[src/design/datetime_string_parser_assert.svh]
// assertion macros for the datetime string parser
// expects clk and rst_n in the including module
`ifndef DATETIME_STRING_PARSER_ASSERT_SVH
`define DATETIME_STRING_PARSER_ASSERT_SVH

// same-cycle implication
`define DTSP_ASSERT_IMPL(lbl, ante, cons) \
  lbl: assert property (@(posedge clk) disable iff (!rst_n) (ante) |-> (cons)) \
    else $error("dtsp assertion failed");

// next-cycle implication
`define DTSP_ASSERT_NEXT(lbl, ante, cons) \
  lbl: assert property (@(posedge clk) disable iff (!rst_n) (ante) |=> (cons)) \
    else $error("dtsp assertion failed");

`endif

[src/design/dtsp_pkg.sv]
// types, constants and helpers for the datetime string parser
// no dependencies
package dtsp_pkg;

  localparam logic [4:0] STR_LEN    = 5'd19;
  localparam logic [4:0] POS_SAT    = 5'd20;
  localparam logic [4:0] POS_DASH1  = 5'd4;
  localparam logic [4:0] POS_DASH2  = 5'd7;
  localparam logic [4:0] POS_SPACE  = 5'd10;
  localparam logic [4:0] POS_COLON1 = 5'd13;
  localparam logic [4:0] POS_COLON2 = 5'd16;
  localparam logic [4:0] POS_YEAR_END   = 5'd3;
  localparam logic [4:0] POS_MONTH_END  = 5'd6;
  localparam logic [4:0] POS_DAY_END    = 5'd9;
  localparam logic [4:0] POS_HOUR_END   = 5'd12;
  localparam logic [4:0] POS_MINUTE_END = 5'd15;

  localparam logic [7:0] CH_DASH  = 8'h2d;
  localparam logic [7:0] CH_SPACE = 8'h20;
  localparam logic [7:0] CH_COLON = 8'h3a;
  localparam logic [7:0] CH_ZERO  = 8'h30;
  localparam logic [7:0] CH_NINE  = 8'h39;

  localparam logic [6:0] MAX_MONTH  = 7'd12;
  localparam logic [6:0] MAX_HOUR   = 7'd23;
  localparam logic [6:0] MAX_MINSEC = 7'd59;

  typedef enum logic [2:0] {
    ST_OK     = 3'd0,
    ST_FORMAT = 3'd1,
    ST_DIGIT  = 3'd2,
    ST_DATE   = 3'd3,
    ST_TIME   = 3'd4
  } status_t;

  typedef struct packed {
    logic [7:0] char_code;
    logic       end_of_string;
  } in_req_t;

  typedef struct packed {
    logic [13:0] year_out;
    logic [3:0]  month_out;
    logic [4:0]  day_out;
    logic [4:0]  hour_out;
    logic [5:0]  minute_out;
    logic [5:0]  second_out;
    logic [16:0] seconds_of_day;
    status_t     status;
  } out_req_t;

  // accumulated fields including the current character
  typedef struct packed {
    logic        len_ok;
    logic        format_bad;
    logic        digit_bad;
    logic        leap;
    logic [13:0] year;
    logic [6:0]  month;
    logic [6:0]  day;
    logic [6:0]  hour;
    logic [6:0]  minute;
    logic [6:0]  second;
  } scan_t;

  function automatic logic [4:0] month_len(input logic [6:0] month, input logic leap);
    logic [4:0] len;
    case (month)
      7'd1, 7'd3, 7'd5, 7'd7, 7'd8, 7'd10, 7'd12: len = 5'd31;
      7'd4, 7'd6, 7'd9, 7'd11: len = 5'd30;
      7'd2: len = leap ? 5'd29 : 5'd28;
      default: len = 5'd0;
    endcase
    return len;
  endfunction

endpackage

[src/design/dtsp_scan.sv]
// position counter, separator checks and digit accumulators
// depends on dtsp_pkg
module dtsp_scan (
  input  logic             clk,
  input  logic             rst_n,
  input  logic             step,
  input  dtsp_pkg::in_req_t req,
  output dtsp_pkg::scan_t  scan
);
  import dtsp_pkg::*;

  logic [4:0]  pos_r, pos_nxt;
  logic        format_bad_r, format_bad_nxt;
  logic        digit_bad_r, digit_bad_nxt;
  logic [13:0] year_r, year_nxt;
  logic [6:0]  month_r, month_nxt;
  logic [6:0]  day_r, day_nxt;
  logic [6:0]  hour_r, hour_nxt;
  logic [6:0]  minute_r, minute_nxt;
  logic [6:0]  second_r, second_nxt;
  // hundreds value mod 4 and "last two digits zero"
  logic [1:0]  cent_r, cent_nxt;
  logic        lo_zero_r, lo_zero_nxt;
  logic        is_dig;
  logic [3:0]  dig;
  logic        leap;

  function automatic logic [6:0] fold7(input logic [6:0] acc, input logic [3:0] d);
    return 7'(acc * 7'd10 + 7'(d));
  endfunction

  always_comb begin
    is_dig         = (req.char_code >= CH_ZERO) && (req.char_code <= CH_NINE);
    dig            = is_dig ? req.char_code[3:0] : 4'd0;
    format_bad_nxt = format_bad_r;
    digit_bad_nxt  = digit_bad_r;
    year_nxt       = year_r;
    month_nxt      = month_r;
    day_nxt        = day_r;
    hour_nxt       = hour_r;
    minute_nxt     = minute_r;
    second_nxt     = second_r;
    cent_nxt       = cent_r;
    lo_zero_nxt    = lo_zero_r;
    if (pos_r >= STR_LEN) begin
      format_bad_nxt = 1'b1;
    end else if (pos_r == POS_DASH1 || pos_r == POS_DASH2) begin
      if (req.char_code != CH_DASH) format_bad_nxt = 1'b1;
    end else if (pos_r == POS_SPACE) begin
      if (req.char_code != CH_SPACE) format_bad_nxt = 1'b1;
    end else if (pos_r == POS_COLON1 || pos_r == POS_COLON2) begin
      if (req.char_code != CH_COLON) format_bad_nxt = 1'b1;
    end else if (!is_dig) begin
      digit_bad_nxt = 1'b1;
    end else if (pos_r <= POS_YEAR_END) begin
      year_nxt = 14'(year_r * 14'd10 + 14'(dig));
      case (pos_r[1:0])
        2'd0:    cent_nxt = {dig[0], 1'b0};
        2'd1:    cent_nxt = 2'(cent_r + dig[1:0]);
        2'd2:    lo_zero_nxt = (dig == 4'd0);
        default: lo_zero_nxt = lo_zero_r && (dig == 4'd0);
      endcase
    end else if (pos_r <= POS_MONTH_END) begin
      month_nxt = fold7(month_r, dig);
    end else if (pos_r <= POS_DAY_END) begin
      day_nxt = fold7(day_r, dig);
    end else if (pos_r <= POS_HOUR_END) begin
      hour_nxt = fold7(hour_r, dig);
    end else if (pos_r <= POS_MINUTE_END) begin
      minute_nxt = fold7(minute_r, dig);
    end else begin
      second_nxt = fold7(second_r, dig);
    end
    pos_nxt = (pos_r < POS_SAT) ? 5'(pos_r + 5'd1) : pos_r;
    leap    = (year_nxt[1:0] == 2'd0 && !lo_zero_nxt) || (lo_zero_nxt && cent_nxt == 2'd0);

    scan.len_ok     = (pos_r == 5'(STR_LEN - 5'd1));
    scan.format_bad = format_bad_nxt;
    scan.digit_bad  = digit_bad_nxt;
    scan.leap       = leap;
    scan.year       = year_nxt;
    scan.month      = month_nxt;
    scan.day        = day_nxt;
    scan.hour       = hour_nxt;
    scan.minute     = minute_nxt;
    scan.second     = second_nxt;
  end

  always_ff @(posedge clk) begin
    if (!rst_n || (step && req.end_of_string)) begin
      pos_r        <= '0;
      format_bad_r <= 1'b0;
      digit_bad_r  <= 1'b0;
      year_r       <= '0;
      month_r      <= '0;
      day_r        <= '0;
      hour_r       <= '0;
      minute_r     <= '0;
      second_r     <= '0;
      cent_r       <= '0;
      lo_zero_r    <= 1'b0;
    end else if (step) begin
      pos_r        <= pos_nxt;
      format_bad_r <= format_bad_nxt;
      digit_bad_r  <= digit_bad_nxt;
      year_r       <= year_nxt;
      month_r      <= month_nxt;
      day_r        <= day_nxt;
      hour_r       <= hour_nxt;
      minute_r     <= minute_nxt;
      second_r     <= second_nxt;
      cent_r       <= cent_nxt;
      lo_zero_r    <= lo_zero_nxt;
    end
  end

endmodule

[src/design/dtsp_check.sv]
// final validation, status priority and seconds of day
// depends on dtsp_pkg
module dtsp_check (
  input  dtsp_pkg::scan_t   scan,
  output dtsp_pkg::out_req_t res
);
  import dtsp_pkg::*;

  status_t     st;
  logic        date_bad;
  logic        time_bad;
  logic [16:0] sod;

  always_comb begin
    date_bad = (scan.month == 7'd0) || (scan.month > MAX_MONTH) || (scan.day == 7'd0) ||
               (scan.day > {2'b00, month_len(scan.month, scan.leap)});
    time_bad = (scan.hour > MAX_HOUR) || (scan.minute > MAX_MINSEC) ||
               (scan.second > MAX_MINSEC);
    if (scan.format_bad || !scan.len_ok) st = ST_FORMAT;
    else if (scan.digit_bad) st = ST_DIGIT;
    else if (date_bad) st = ST_DATE;
    else if (time_bad) st = ST_TIME;
    else st = ST_OK;

    sod = 17'({12'd0, scan.hour[4:0]} * 17'd3600) +
          17'({11'd0, scan.minute[5:0]} * 17'd60) + {11'd0, scan.second[5:0]};

    res = '0;
    res.status = st;
    if (st == ST_OK) begin
      res.year_out       = scan.year;
      res.month_out      = scan.month[3:0];
      res.day_out        = scan.day[4:0];
      res.hour_out       = scan.hour[4:0];
      res.minute_out     = scan.minute[5:0];
      res.second_out     = scan.second[5:0];
      res.seconds_of_day = sod;
    end
  end

endmodule

[src/design/datetime_string_parser.sv]
// top level of the datetime string parser: input register, scan, check, result register
// depends on dtsp_pkg, dtsp_scan, dtsp_check and datetime_string_parser_assert.svh
//
// channel  dir  payload    request
// in_      in   in_req_t   one character, end_of_string on the last
// out_     out  out_req_t  one parsed result per string
//
// one character per cycle sustained unless a last character waits on a stalled result;
// a result goes from the input register through scan and check into the result register
// rst_n is synchronous and clears the position, flags and accumulators
// a stalled result blocks only the next last character; other characters keep flowing
module datetime_string_parser (
  input  logic                clk,
  input  logic                rst_n,
  input  logic                in_valid,
  output logic                in_stall,
  input  dtsp_pkg::in_req_t   in_data,
  output logic                out_valid,
  input  logic                out_stall,
  output dtsp_pkg::out_req_t  out_data
);
  import dtsp_pkg::*;

  logic     in_valid_r, in_valid_nxt;
  in_req_t  in_data_r;
  logic     out_valid_r, out_valid_nxt;
  out_req_t out_data_r;
  logic     out_free;
  logic     step;
  logic     emit;
  scan_t    scan;
  out_req_t res;

  dtsp_scan u_scan (
    .clk   (clk),
    .rst_n (rst_n),
    .step  (step),
    .req   (in_data_r),
    .scan  (scan)
  );

  dtsp_check u_check (
    .scan (scan),
    .res  (res)
  );

  always_comb begin
    out_free      = !out_valid_r || !out_stall;
    step          = in_valid_r && (!in_data_r.end_of_string || out_free);
    emit          = step && in_data_r.end_of_string;
    in_stall      = in_valid_r && !step;
    in_valid_nxt  = in_stall ? 1'b1 : in_valid;
    out_valid_nxt = emit ? 1'b1 : (out_stall ? out_valid_r : 1'b0);
  end

  always_ff @(posedge clk) begin
    if (!rst_n) begin
      in_valid_r  <= 1'b0;
      out_valid_r <= 1'b0;
    end else begin
      in_valid_r  <= in_valid_nxt;
      out_valid_r <= out_valid_nxt;
    end
  end

  always_ff @(posedge clk) begin
    if (!in_stall) begin
      in_data_r <= in_data;
    end
    if (emit) begin
      out_data_r <= res;
    end
  end

  assign out_valid = out_valid_r;
  assign out_data  = out_data_r;

`include "datetime_string_parser_assert.svh"

  `DTSP_ASSERT_IMPL(a_err_zero, out_valid_r && out_data_r.status != ST_OK,
    out_data_r.year_out == 14'd0 && out_data_r.seconds_of_day == 17'd0)
  `DTSP_ASSERT_IMPL(a_ok_month, out_valid_r && out_data_r.status == ST_OK,
    out_data_r.month_out != 4'd0 && out_data_r.day_out != 5'd0)
  `DTSP_ASSERT_IMPL(a_stall_cause, in_stall,
    in_valid_r && in_data_r.end_of_string && out_valid_r)
  `DTSP_ASSERT_NEXT(a_emit_valid, emit, out_valid_r)

endmodule
[config.mk]
export PLATFORM = sky130hd
export DESIGN_NAME = datetime_string_parser
export DESIGN_NICKNAME = d
export VERILOG_FILES = /design/src/design/dtsp_pkg.sv /design/src/design/dtsp_scan.sv /design/src/design/dtsp_check.sv /design/src/design/datetime_string_parser.sv
export VERILOG_INCLUDE_DIRS = /design/src /design/src/design
export SDC_FILE = /design/constraint.sdc
export NUM_CORES = 1
export LEC_CHECK = 0
export BUFFER_PORTS_ARGS = -buffer_cell sky130_fd_sc_hd__buf_2
export CAP_MARGIN = 15
export CORE_MARGIN = 1
export CORE_UTILIZATION = 50
export CTS_CLUSTER_DIAMETER = 60
export DETAILED_ROUTE_END_ITERATION = 8
export PLACE_DENSITY_LB_ADDON = 0.1
export SYNTH_ARGS = -nofsm -noshare
export SYNTH_HDL_FRONTEND = slang
export SYNTH_SLANG_ARGS = --single-unit
[constraint.sdc]
create_clock -name clk -period 9.3 [get_ports clk]
set_input_delay 0.93 -clock clk [delete_from_list [all_inputs] [get_ports clk]]
set_output_delay 0.93 -clock clk [all_outputs]
set_load 0.01 [all_outputs]
==> out/metrics.yaml, run 1 <==
status: "completed"
cp.arrival_ns: 7.66
die_area_sq_mm: 0.0211
layout-drive-gt1-share: 0.171
cts_resized: 0
power.internal_mw: 1.10
power_frac_clock: 0.473
io_pins: 75
ys_warn_count: 0
hpwl_microns: 17300
syn_nets: 1220
area_growth_pct: 10.6
postCtsSetupRepairBufs: 0
rsz0062_at_grt: "false"
grt_start_max_net_pins: 57
power_per_cell_area_mw_per_mm2: 132
maxCapViolCount: 0
synth_top_area_cell: "edfxtp_1"
setup_violations: 0
max_freq_mhz: 133
cts.sinks: 128
cp.required_ns: 9.45
wire_per_inst_microns: 16.8
synth_area_leaders: "edfxtp_1 (20%), ha_1 (14%), dfxtp_1 (12%)"
seqPwrFrac: 0.415
cts_tree: "done"
slew_headroom: 0.285
drtAntennaViolNets: 0
crit_type: "register to register"
ys_seq_area_frac: 0.315
track_usage: 0.230
die_x_microns: 145
r2r_setup_slack_ns: 1.79
holdBufCountCts: 0
cts_buffers: 17
grt_pass1_vias: 7356
grt_pass1_wl_microns: 38500
clock_path_buffers: 2
synth_edf_count: 67
synth_area_sq_mm: 0.0103
yosysUniqueCellTypes: 86
hold_path.class: "register to register"
final_nets: 1269
swShare: 0.265
power_frac_comb: 0.112
fin_setup_tns_ns: 0
synth_most_common_cell: "ha_1"
vias_per_cell: 5.55
p_leak_nw: 4.60
power_mw: 1.50
finalWorstPathRequiredPeriod_ns: 7.51
fin_util: 0.563
cp-start-kind: "register"
whs_ns: 0.456
synth_common_cells: "ha_1 (115), nor2_1 (92), inv_1 (86)"
hold_viol: 0
wl_microns: 23600
antenna_cells: 0
portBuffers: 74
endpoint_kind: "register"
fin_crit_sh: 0.808
place_congestion: 0.901
cp_max_fo: 15
drtIter0Drc: 406
first_pass_iters: 5
clock-root-buffer: "clkbuf_16"
tightest_slew_ns: 1.07
clk-insertion-delay-late_ns: 0.43
start_util: 0.509
synth.top_cell.area_share: 0.196
synthCells: 1074
grt-ovfl-total: 0
die_height_microns: 145
htreeDepth: 4
avgSynthCellArea_sq_um: 9.56
num-fill-cells: 1851
ir_worst_vdd_mv: 0.117
ys_ff_latch: 128
synthFlopType: "edfxtp_1"
slew_violations: 0
drc: 0
vias: 7804
core_sq_mm: 0.0202
fp-row-count: 52
clk_pin_slew_ns: 0.06
antenna_found_initial: 0
synthArstFlopShare: 0
p_sw_mw: 0.398
finClkSkew_ns: 0.0108
==> routing by layer <==
| layer | vias to the layer above | GRT usage | part of all wire |
|---|---|---|---|
| li1 | 3929 | - | - |
| met3 | 29 | 0.0367 | 0.036 |
| met2 | 168 | 0.363 | 0.45 |
| met4 | 0 | 0.0842 | 0.019 |
| met5 | - | 0 | 0 |
| met1 | 3678 | 0.319 | 0.49 |
==> critical path, cell delays in order, from the launching register on <==
cell	delay [ns]
edfxtp_1	0.59
nor3b_4	0.42
and2_1	0.62
ha_1	0.37
a311o_1	0.36
xnor2_1	0.13
mux2i_1	0.68
inv_1	0.23
fa_1	0.57
inv_1	0.05
fa_1	0.51
inv_1	0.04
ha_1	0.33
a21oi_1	0.22
o21bai_1	0.09
a21oi_1	0.17
xnor2_1	0.14
ha_1	0.25
ha_1	0.36
and2_1	0.19
o21ai_0	0.12
o21ai_0	0.17
o21a_1	0.20
o21ai_0	0.18
xor2_1	0.20
nor3_2	0.05
==> state kept, by name, indices dropped and copies added (netlist names) <==
| register | cells |
|---|---|
| in_data_r | 9 |
| in_valid_r | 1 |
| out_data | 58 |
| out_valid | 1 |
| u_scan.cent_r | 2 |
| u_scan.day_r | 7 |
| u_scan.digit_bad_r | 1 |
| u_scan.format_bad_r | 1 |
| u_scan.hour_r | 7 |
| u_scan.lo_zero_r | 1 |
| u_scan.minute_r | 7 |
| u_scan.month_r | 7 |
| u_scan.pos_r | 5 |
| u_scan.second_r | 7 |
| u_scan.year_r | 14 |
==> placed cells by master (no fill, tap or decap), drive strengths merged, types with 12 or more instances in the layout <==
| cell | instances |
|---|---|
| a211oi | 29 |
| a21oi | 59 |
| buf | 84 |
| clkbuf | 18 |
| dfxtp | 61 |
| edfxtp | 67 |
| fa | 18 |
| ha | 115 |
| inv | 91 |
| mux2i | 25 |
| nand2 | 69 |
| nand3 | 27 |
| nor2 | 93 |
| nor3 | 59 |
| nor3b | 12 |
| o21ai | 29 |
| xnor2 | 78 |
| xor2 | 23 |
==> final cells by class <==
cell class	instances	area (sq um)	share of cell area
Multi-Input combinational cell	805	6400	0.563
Inverter	87	327	0.0287
Clock buffer	18	439	0.0387
Tap cell	270	338	0.0297
Sequential cell	128	3230	0.285
Clock inverter	14	181	0.0160
Timing Repair Buffer	84	445	0.0392
==> through the flow <==
| step | area [sq um] | instances | setup WS [ns] |
|---|---|---|---|
| final | 11400 | 1406 | 1.79 |
| after global routing | 11400 | 1406 | 1.31 |
| after CTS | 11400 | 1406 | 1.75 |
| after detailed placement | 10700 | 1374 | 1.78 |
| after global placement | 10700 | 1374 | 1.97 |
| after floorplan | 10300 | 1074 | 2.83 |
==> path summary, 6_finish.rpt <==
path / startpoint / to / cells after the start
hold reg to reg: u_scan.digit_bad_r$_SDFFE_PP0P_ / u_scan.digit_bad_r$_SDFFE_PP0P_ / 2
hold / removal: u_scan.digit_bad_r$_SDFFE_PP0P_ / u_scan.digit_bad_r$_SDFFE_PP0P_ / 2
setup reg to reg: in_data_r[3]$_DFFE_PN_ / out_data[17]$_SDFFCE_PP0P_ / 25
setup / recovery: in_data_r[3]$_DFFE_PN_ / out_data[17]$_SDFFCE_PP0P_ / 25
==> power by group through the flow <==
stage          clock [mW]  combinational (mW)  sequential, mW
2_1_floorplan           0               0.125           0.633
3_3_place_gp            0               0.166           0.636
3_5_place_dp            0               0.167           0.636
4_1_cts             0.726               0.169           0.624
5_1_grt             0.749               0.188           0.626
6_report            0.711               0.168           0.624
==> cell families (layout without fill, tap and decap cells) <==
| group | after synthesis | in the layout | share of synthesized area |
|---|---|---|---|
| AND/OR/NAND/NOR | 329 | 329 | 0.183 |
| AO/OA/AOI/OAI | 208 | 208 | 0.142 |
| buffers and inverters | 141 | 203 | 0.0646 |
| adder cells (fa/ha/maj) | 137 | 137 | 0.179 |
| flip-flops | 128 | 128 | 0.315 |
| XOR/XNOR | 101 | 101 | 0.0861 |
| multiplexers | 30 | 30 | 0.0302 |
Note: power is estimated with default switching activity, not from simulation.
==> run 2: changes to the inputs <==
--- a/config.mk
+++ b/config.mk
@@ -6,6 +6,7 @@
 export SDC_FILE = /design/constraint.sdc
 export NUM_CORES = 1
 export LEC_CHECK = 0
+export ABC_AREA = 1
 export BUFFER_PORTS_ARGS = -buffer_cell sky130_fd_sc_hd__buf_2
 export CAP_MARGIN = 15
 export CORE_MARGIN = 1
==> constraint.sdc (replaced) <==
create_clock -name clk -period 6.05 [get_ports clk]
set_input_delay 0.605 -clock clk [delete_from_list [all_inputs] [get_ports clk]]
set_output_delay 0.605 -clock clk [all_outputs]
set_load 0.01 [all_outputs]
==> out/metrics.yaml, run 2 <==
cp.arrival_ns: 6.11
synthMuxAreaShare: 0.00189
critical_path.startpoint: "in_data_r[3]$_DFFE_PN_"
synthArstFlopShare: 0
fp-row-count: 52
setup_violations: 0
top_usage_layer: "met2"
rr_startpoint: "in_data_r[3]$_DFFE_PN_"
status: "completed"
holdBufCountCts: 0
cts.sinks: 128
die_x_microns: 148
grt_pass1_vias: 8247
hold_path.class: "input pin to register"
wire_per_inst_microns: 14.7
finalWorstPathRequiredPeriod_ns: 5.84
portBuffers: 74
synth_top_area_cell: "edfxtp_1"
maxCapViolCount: 0
clk_pin_slew_ns: 0.06
ys_seq_area_frac: 0.305
drtIter0Drc: 470
synth_adder_area_share: 0.170
cp.required_ns: 6.32
finClkSkew_ns: 0.0107
endpoint_kind: "register"
grt-ovfl-total: 0
place_congestion: 0.913
first_pass_iters: 5
num-fill-cells: 1904
setup_ws_ns: 0.213
ys_warn_count: 0
yosysUniqueCellTypes: 50
min_from: "in_data[2]"
instances_no_fill: 1753
synth_area_leaders: "edfxtp_1 (19%), ha_1 (14%), dfxtp_1 (12%)"
slew_violations: 0
hold_viol: 0
cts_buffers: 17
tightest_slew_ns: 1.05
start_util: 0.518
crit_path_top_delay_cell: "fa_1"
io_pins: 75
power_per_cell_area_mw_per_mm2: 215
crit_type: "register to register"
antenna_found_initial: 0
vias: 9114
track_usage: 0.240
final_common_cell: "nand2_1"
synth.top_cell.area_share: 0.190
grt_use_met1: 0.319
ys_ff_latch: 128
core_sq_mm: 0.0205
avgSynthCellArea_sq_um: 7.77
die_area_sq_mm: 0.0218
synthCells: 1366
grt_start_max_net_pins: 84
drtAntennaViolNets: 0
wl_microns: 25800
final_nets: 1616
area_growth_pct: 15.4
max_freq_mhz: 171
rsz0062_at_grt: "true"
grt_pass1_wl_microns: 41300
layout-drive-gt1-share: 0.199
crit_top_cell: "nand2_1"
synth_area_sq_mm: 0.0106
cp_max_fo: 7
synth_most_common_cell: "nand2_1"
synth_edf_count: 67
synth-simple-area-share: 0.274
largest_reg_flops: 58
hpwl_microns: 18700
synthFlopType: "edfxtp_1"
clock_path_buffers: 2
r2r_setup_slack_ns: 0.21
synth_top_family_by_area: "simple AND/OR/NAND/NOR gates"
grtUsageMet2: 0.393
regArea_sq_mm: 0.00324
dp_slack_ns: -0.138
grt_util_met3: 0.0340
synth_compound_area_frac: 0.0992
clk-insertion-delay-late_ns: 0.43
multi_input_area_sq_mm: 0.00640
drc: 0
power_mw: 2.63
synth-xor-area-share: 0.0421
slew_headroom: 0.301
cts_tree: "done"
synth_common_cells: "nand2_1 (288), inv_1 (235), ha_1 (115)"
die_height_microns: 148
crit_path_max_incr_delay_ns: 0.53
ir_worst_vdd_mv: 0.178
htreeDepth: 4
cp-start-kind: "register"
p_leak_nw: 6.18
syn_nets: 1512
place_inst: 1706
fin_crit_sh: 0.965
final_cell_mix: "nand2_1 (283), inv_1 (225), ha_1 (106)"
vias_per_cell: 5.20
antenna_cells: 0
whs_ns: 0.350
clock-root-buffer: "clkbuf_16"
[run 2: changes by cell type after synthesis, moves of 10 or more]
cell / before / now
nand2_1: 68 / 288
inv_1: 86 / 235
nand3_1: 27 / 89
xnor2_1: 78 / 23
o21ai_0: 25 / 68
a211oi_1: 28 / 2
mux2i_1: 25 / 2
o211ai_1: 4 / 26
nor2_1: 92 / 74
clkbuf_1: 27 / 16
nor3b_1: 11 / 0
nand4_1: 4 / 14
[run 2: through the flow]
step | cell area [sq um] | TNS, ns | utilization
final | 12200 | 0 | 0.598
after global routing | 12200 | -0.244 | 0.598
after CTS | 12000 | 0 | 0.585
after detailed placement | 11400 | -0.340 | 0.554
after global placement | 11400 | 0 | 0.554
after floorplan | 10600 | 0 | -
[run 2: per-layer routing]
| metal | wire length (microns) | vias to the layer above | share of wire |
|---|---|---|---|
| met5 | 0 | - | 0 |
| met4 | 679 | 0 | 0.026 |
| met3 | 1100 | 51 | 0.043 |
| met2 | 12100 | 227 | 0.47 |
| met1 | 11900 | 4161 | 0.46 |
| li1 | - | 4675 | - |
[run 2: cell families (layout without fill, tap and decap cells)]
family / count (synthesis) / count (layout)
flops: 128 / 128
buf+inv: 282 / 399
simple gates: 585 / 585
compound gates: 185 / 185
xor+xnor: 51 / 51
mux: 2 / 2
fa+ha+maj: 133 / 133
[run 2: critical path: cells and delay by family (launching register included)]
kind | cells | cell delay [ns]
simple gates | 18 | 1.80
fa+ha+maj | 5 | 1.74
compound gates | 6 | 1.03
flops | 1 | 0.46
buf+inv | 4 | 0.37
xor+xnor | 2 | 0.28
[run 2: area by class of cell]
type                    instances  area share
multi-input cells             956       0.523
flip-flops and latches        128       0.265
inverters                     245      0.0753
repair buffers                122      0.0597
clock buffers                  22      0.0422
well taps                     270      0.0276
clock inverters                10     0.00797
[run 2: repair_timing]
| item | CTS | global route |
|---|---|---|
| cloned | 0 | 0 |
| setup buffers | 0 | 15 |
| resized for setup | 8 | 37 |
| pin swaps | 0 | 22 |
| setup endpoints to repair | 5 | 7 |
[run 2: worst paths after layout]
| path | end | depth (start not counted) |
|---|---|---|
| worst min-delay path | in_data_r[2]$_DFFE_PN_ | 1 |
| worst max register to register | out_data[17]$_SDFFCE_PP0P_ | 35 |
| worst min register to register | u_scan.digit_bad_r$_SDFFE_PP0P_ | 2 |
| worst max-delay path | out_data[17]$_SDFFCE_PP0P_ | 35 |
[run 2: power breakdown]
| group | switching, mW | internal (mW) |
|---|---|---|
| logic | 0.368 | 0.213 |
| clock network | 0.424 | 0.649 |
| registers | 0.0292 | 0.945 |
| total | 0.822 | 1.81 |
==> run 3: changes to the inputs <==
--- a/config.mk
+++ b/config.mk
@@ -16,4 +16,5 @@
 export PLACE_DENSITY_LB_ADDON = 0.1
 export SYNTH_ARGS = -nofsm -noshare
 export SYNTH_HDL_FRONTEND = slang
+export SYNTH_HIERARCHICAL = 1
 export SYNTH_SLANG_ARGS = --single-unit
==> constraint.sdc (replaced) <==
create_clock -name clk -period 6.05 [get_ports clk]
set_input_delay 0.3025 -clock clk [delete_from_list [all_inputs] [get_ports clk]]
set_output_delay 0.3025 -clock clk [all_outputs]
set_load 0.01 [all_outputs]
==> out/metrics.yaml, run 3 <==
cts_buffers: 17
syn_nets: 1567
rr_worst_depth: 29
dp_slack_ns: -0.0436
hold_viol: 0
vias_per_cell: 5.05
final_nets: 1665
cp.required_ns: 6.20
portBuffers: 74
start_util: 0.518
min_from: "in_data[8]"
core_sq_mm: 0.0205
synthFlopType: "edfxtp_1"
fin_util: 0.592
maxCapViolCount: 0
status: "completed"
die_area_sq_mm: 0.0218
rr_startpoint: "u_scan/pos_r[0]$_SDFFE_PP0P_"
grt_start_max_net_pins: 63
ys_warn_count: 6
synth_area_leaders: "edfxtp_1 (20%), ha_1 (14%), dfxtp_1 (12%)"
setup_ws_ns: 0.415
fin_crit_sh: 0.931
track_usage: 0.235
crit_path_top_delay_cell: "fa_1"
endpoint_kind: "register"
synth_top_family_by_area: "simple AND/OR/NAND/NOR gates"
place_congestion: 0.859
clk_pin_slew_ns: 0.06
slew_headroom: 0.412
cp.arrival_ns: 5.79
grt_pass1_vias: 8426
avgSynthCellArea_sq_um: 7.51
cts_tree: "done"
antenna_found_initial: 0
swShare: 0.305
seqPwrFrac: 0.381
p_leak_nw: 6.03
synth-simple-area-share: 0.238
ys_ff_latch: 130
power_frac_comb: 0.222
first_pass_iters: 5
p_sw_mw: 0.795
area_growth_pct: 14.3
power.internal_mw: 1.81
cp-start-kind: "register"
slew_violations: 0
die_x_microns: 148
r2r_end: "out_data[13]$_DFFE_PP_"
clock-root-buffer: "clkbuf_16"
synth.top_cell.area_share: 0.195
tightest_slew_ns: 0.881
grt-ovfl-total: 0
crit_path_max_incr_delay_ns: 0.55
io_pins: 75
power_mw: 2.61
finalWorstPathRequiredPeriod_ns: 5.64
vias: 9046
r2r_setup_slack_ns: 0.41
synthArstFlopShare: 0
instances_no_fill: 1793
power_per_cell_area_mw_per_mm2: 215
ir_worst_vdd_mv: 0.174
cp-endpoint: "out_data[13]$_DFFE_PP_"
synth_adder_area_share: 0.183
wire_per_inst_microns: 13.6
finClkSkew_ns: 0.0121
ys_seq_area_frac: 0.310
synthCells: 1412
synth_edf_count: 69
htreeDepth: 4
grt_pass1_wl_microns: 40700
clock_path_buffers: 2
yosysUniqueCellTypes: 51
drtAntennaViolNets: 0
synth-xor-area-share: 0.0421
hold_path.class: "input pin to register"
critical_path.startpoint: "u_scan/pos_r[0]$_SDFFE_PP0P_"
largest_reg_flops: 60
crit_type: "register to register"
synth_most_common_cell: "inv_1"
cts.sinks: 130
synth_area_sq_mm: 0.0106
drtIter0Drc: 559
holdBufCountCts: 0
synth_compound_area_frac: 0.104
layout-drive-gt1-share: 0.158
hpwl_microns: 18200
fp-row-count: 52
synth_top_area_cell: "edfxtp_1"
wl_microns: 24400
clk-insertion-delay-late_ns: 0.42
setup_violations: 0
drc: 0
synthMuxAreaShare: 0
final_common_cell: "inv_1"
cp_max_fo: 6
synth_common_cells: "inv_1 (284), nand2_1 (271), nor2_1 (121)"
final_cell_mix: "inv_1 (276), nand2_1 (268), nor2_1 (120)"
antenna_cells: 0
die_height_microns: 148
max_freq_mhz: 177
power_frac_clock: 0.397
place_inst: 1749
==> run 3: cell types whose count changed after synthesis, sizes merged, moves of 5 or more <==
| cell | before | now |
|---|---|---|
| a21oi | 62 | 72 |
| ha | 115 | 120 |
| inv | 244 | 292 |
| nand2 | 297 | 274 |
| nand3 | 94 | 81 |
| nand4 | 15 | 25 |
| nor2 | 90 | 151 |
| nor3 | 65 | 7 |
| o211ai | 26 | 8 |
| o21ai | 79 | 96 |
==> run 3: cells by family (layout without fill, tap and decap cells) <==
group,after synthesis,in the layout
DFF,130,130
adders and majority gates,142,142
and+or+nand+nor,565,565
AOI/OAI and AO/OA,198,198
xor gates and xnor gates,51,51
buffers and inverters,326,437
==> run 3: area by class of cell <==
cell class | instances | area [sq um]
sequential | 130 | 3300
clock inverter | 12 | 134
fill | 1899 | 8370
clock buffer | 20 | 457
timing repair buffer | 113 | 663
multi-input combinational | 956 | 6130
tap | 270 | 338
inverter | 292 | 1100
==> run 3: how the worst min path moves through the flow <==
stage / endpoint / slack, ns / cells past startpoint
detailed placement: u_scan/digit_bad_r$_SDFFE_PP0P_ / 0.47 / 2
finish: in_data_r[8]$_DFFE_PN_ / 0.06 / 1
CTS: in_data_r[8]$_DFFE_PN_ / 0.04 / 1
global route: in_data_r[8]$_DFFE_PN_ / 0.04 / 1
global placement: in_data_r[7]$_DFFE_PN_ / 0.48 / 1
floorplan: out_valid$_SDFFE_PN0P_ / 0.40 / 2
==> run 3: stage by stage <==
step,cell area [sq um],setup TNS [ns],hold slack [ns]
CTS,11900,0,0.0439
detailed placement,11300,-0.0549,0.475
global route,12100,-0.0874,0.0404
finish,12100,0,0.0597
floorplan,10600,0,0.400
global placement,11300,0,0.481
==> run 3: power groups by stage <==
stage | Sequential [mW] | Clock (mW) | Combinational (mW)
6_report | 0.995 | 1.04 | 0.579
5_1_grt | 0.999 | 1.10 | 0.660
4_1_cts | 0.995 | 1.06 | 0.549
3_5_place_dp | 1.01 | 0 | 0.544
3_3_place_gp | 1.01 | 0 | 0.539
2_1_floorplan | 1.01 | 0 | 0.413
==> run 3: per-layer routing <==
| layer | vias up | global-route usage | share of wire |
|---|---|---|---|
| met5 | - | 0 | 0 |
| met4 | 0 | 0.0526 | 0.010 |
| met3 | 22 | 0.0389 | 0.053 |
| met2 | 233 | 0.367 | 0.43 |
| met1 | 4088 | 0.339 | 0.51 |
| li1 | 4703 | - | - |
==> run 3: worst max-delay path, delay by kind of cell (launching register included) <==
family,cells,cell delay (ns)
adders and majority gates,6,2.53
and+or+nand+nor,12,1.17
buffers and inverters,8,0.77
DFF,1,0.37
AOI/OAI and AO/OA,2,0.33
xor gates and xnor gates,1,0.20
==> run 3: what timing repair did <==
item                       in CTS  in global routing
setup endpoints to repair       2                  9
resized for setup               1                 39
buffers inserted                0                 12
pin swaps                       0                 11
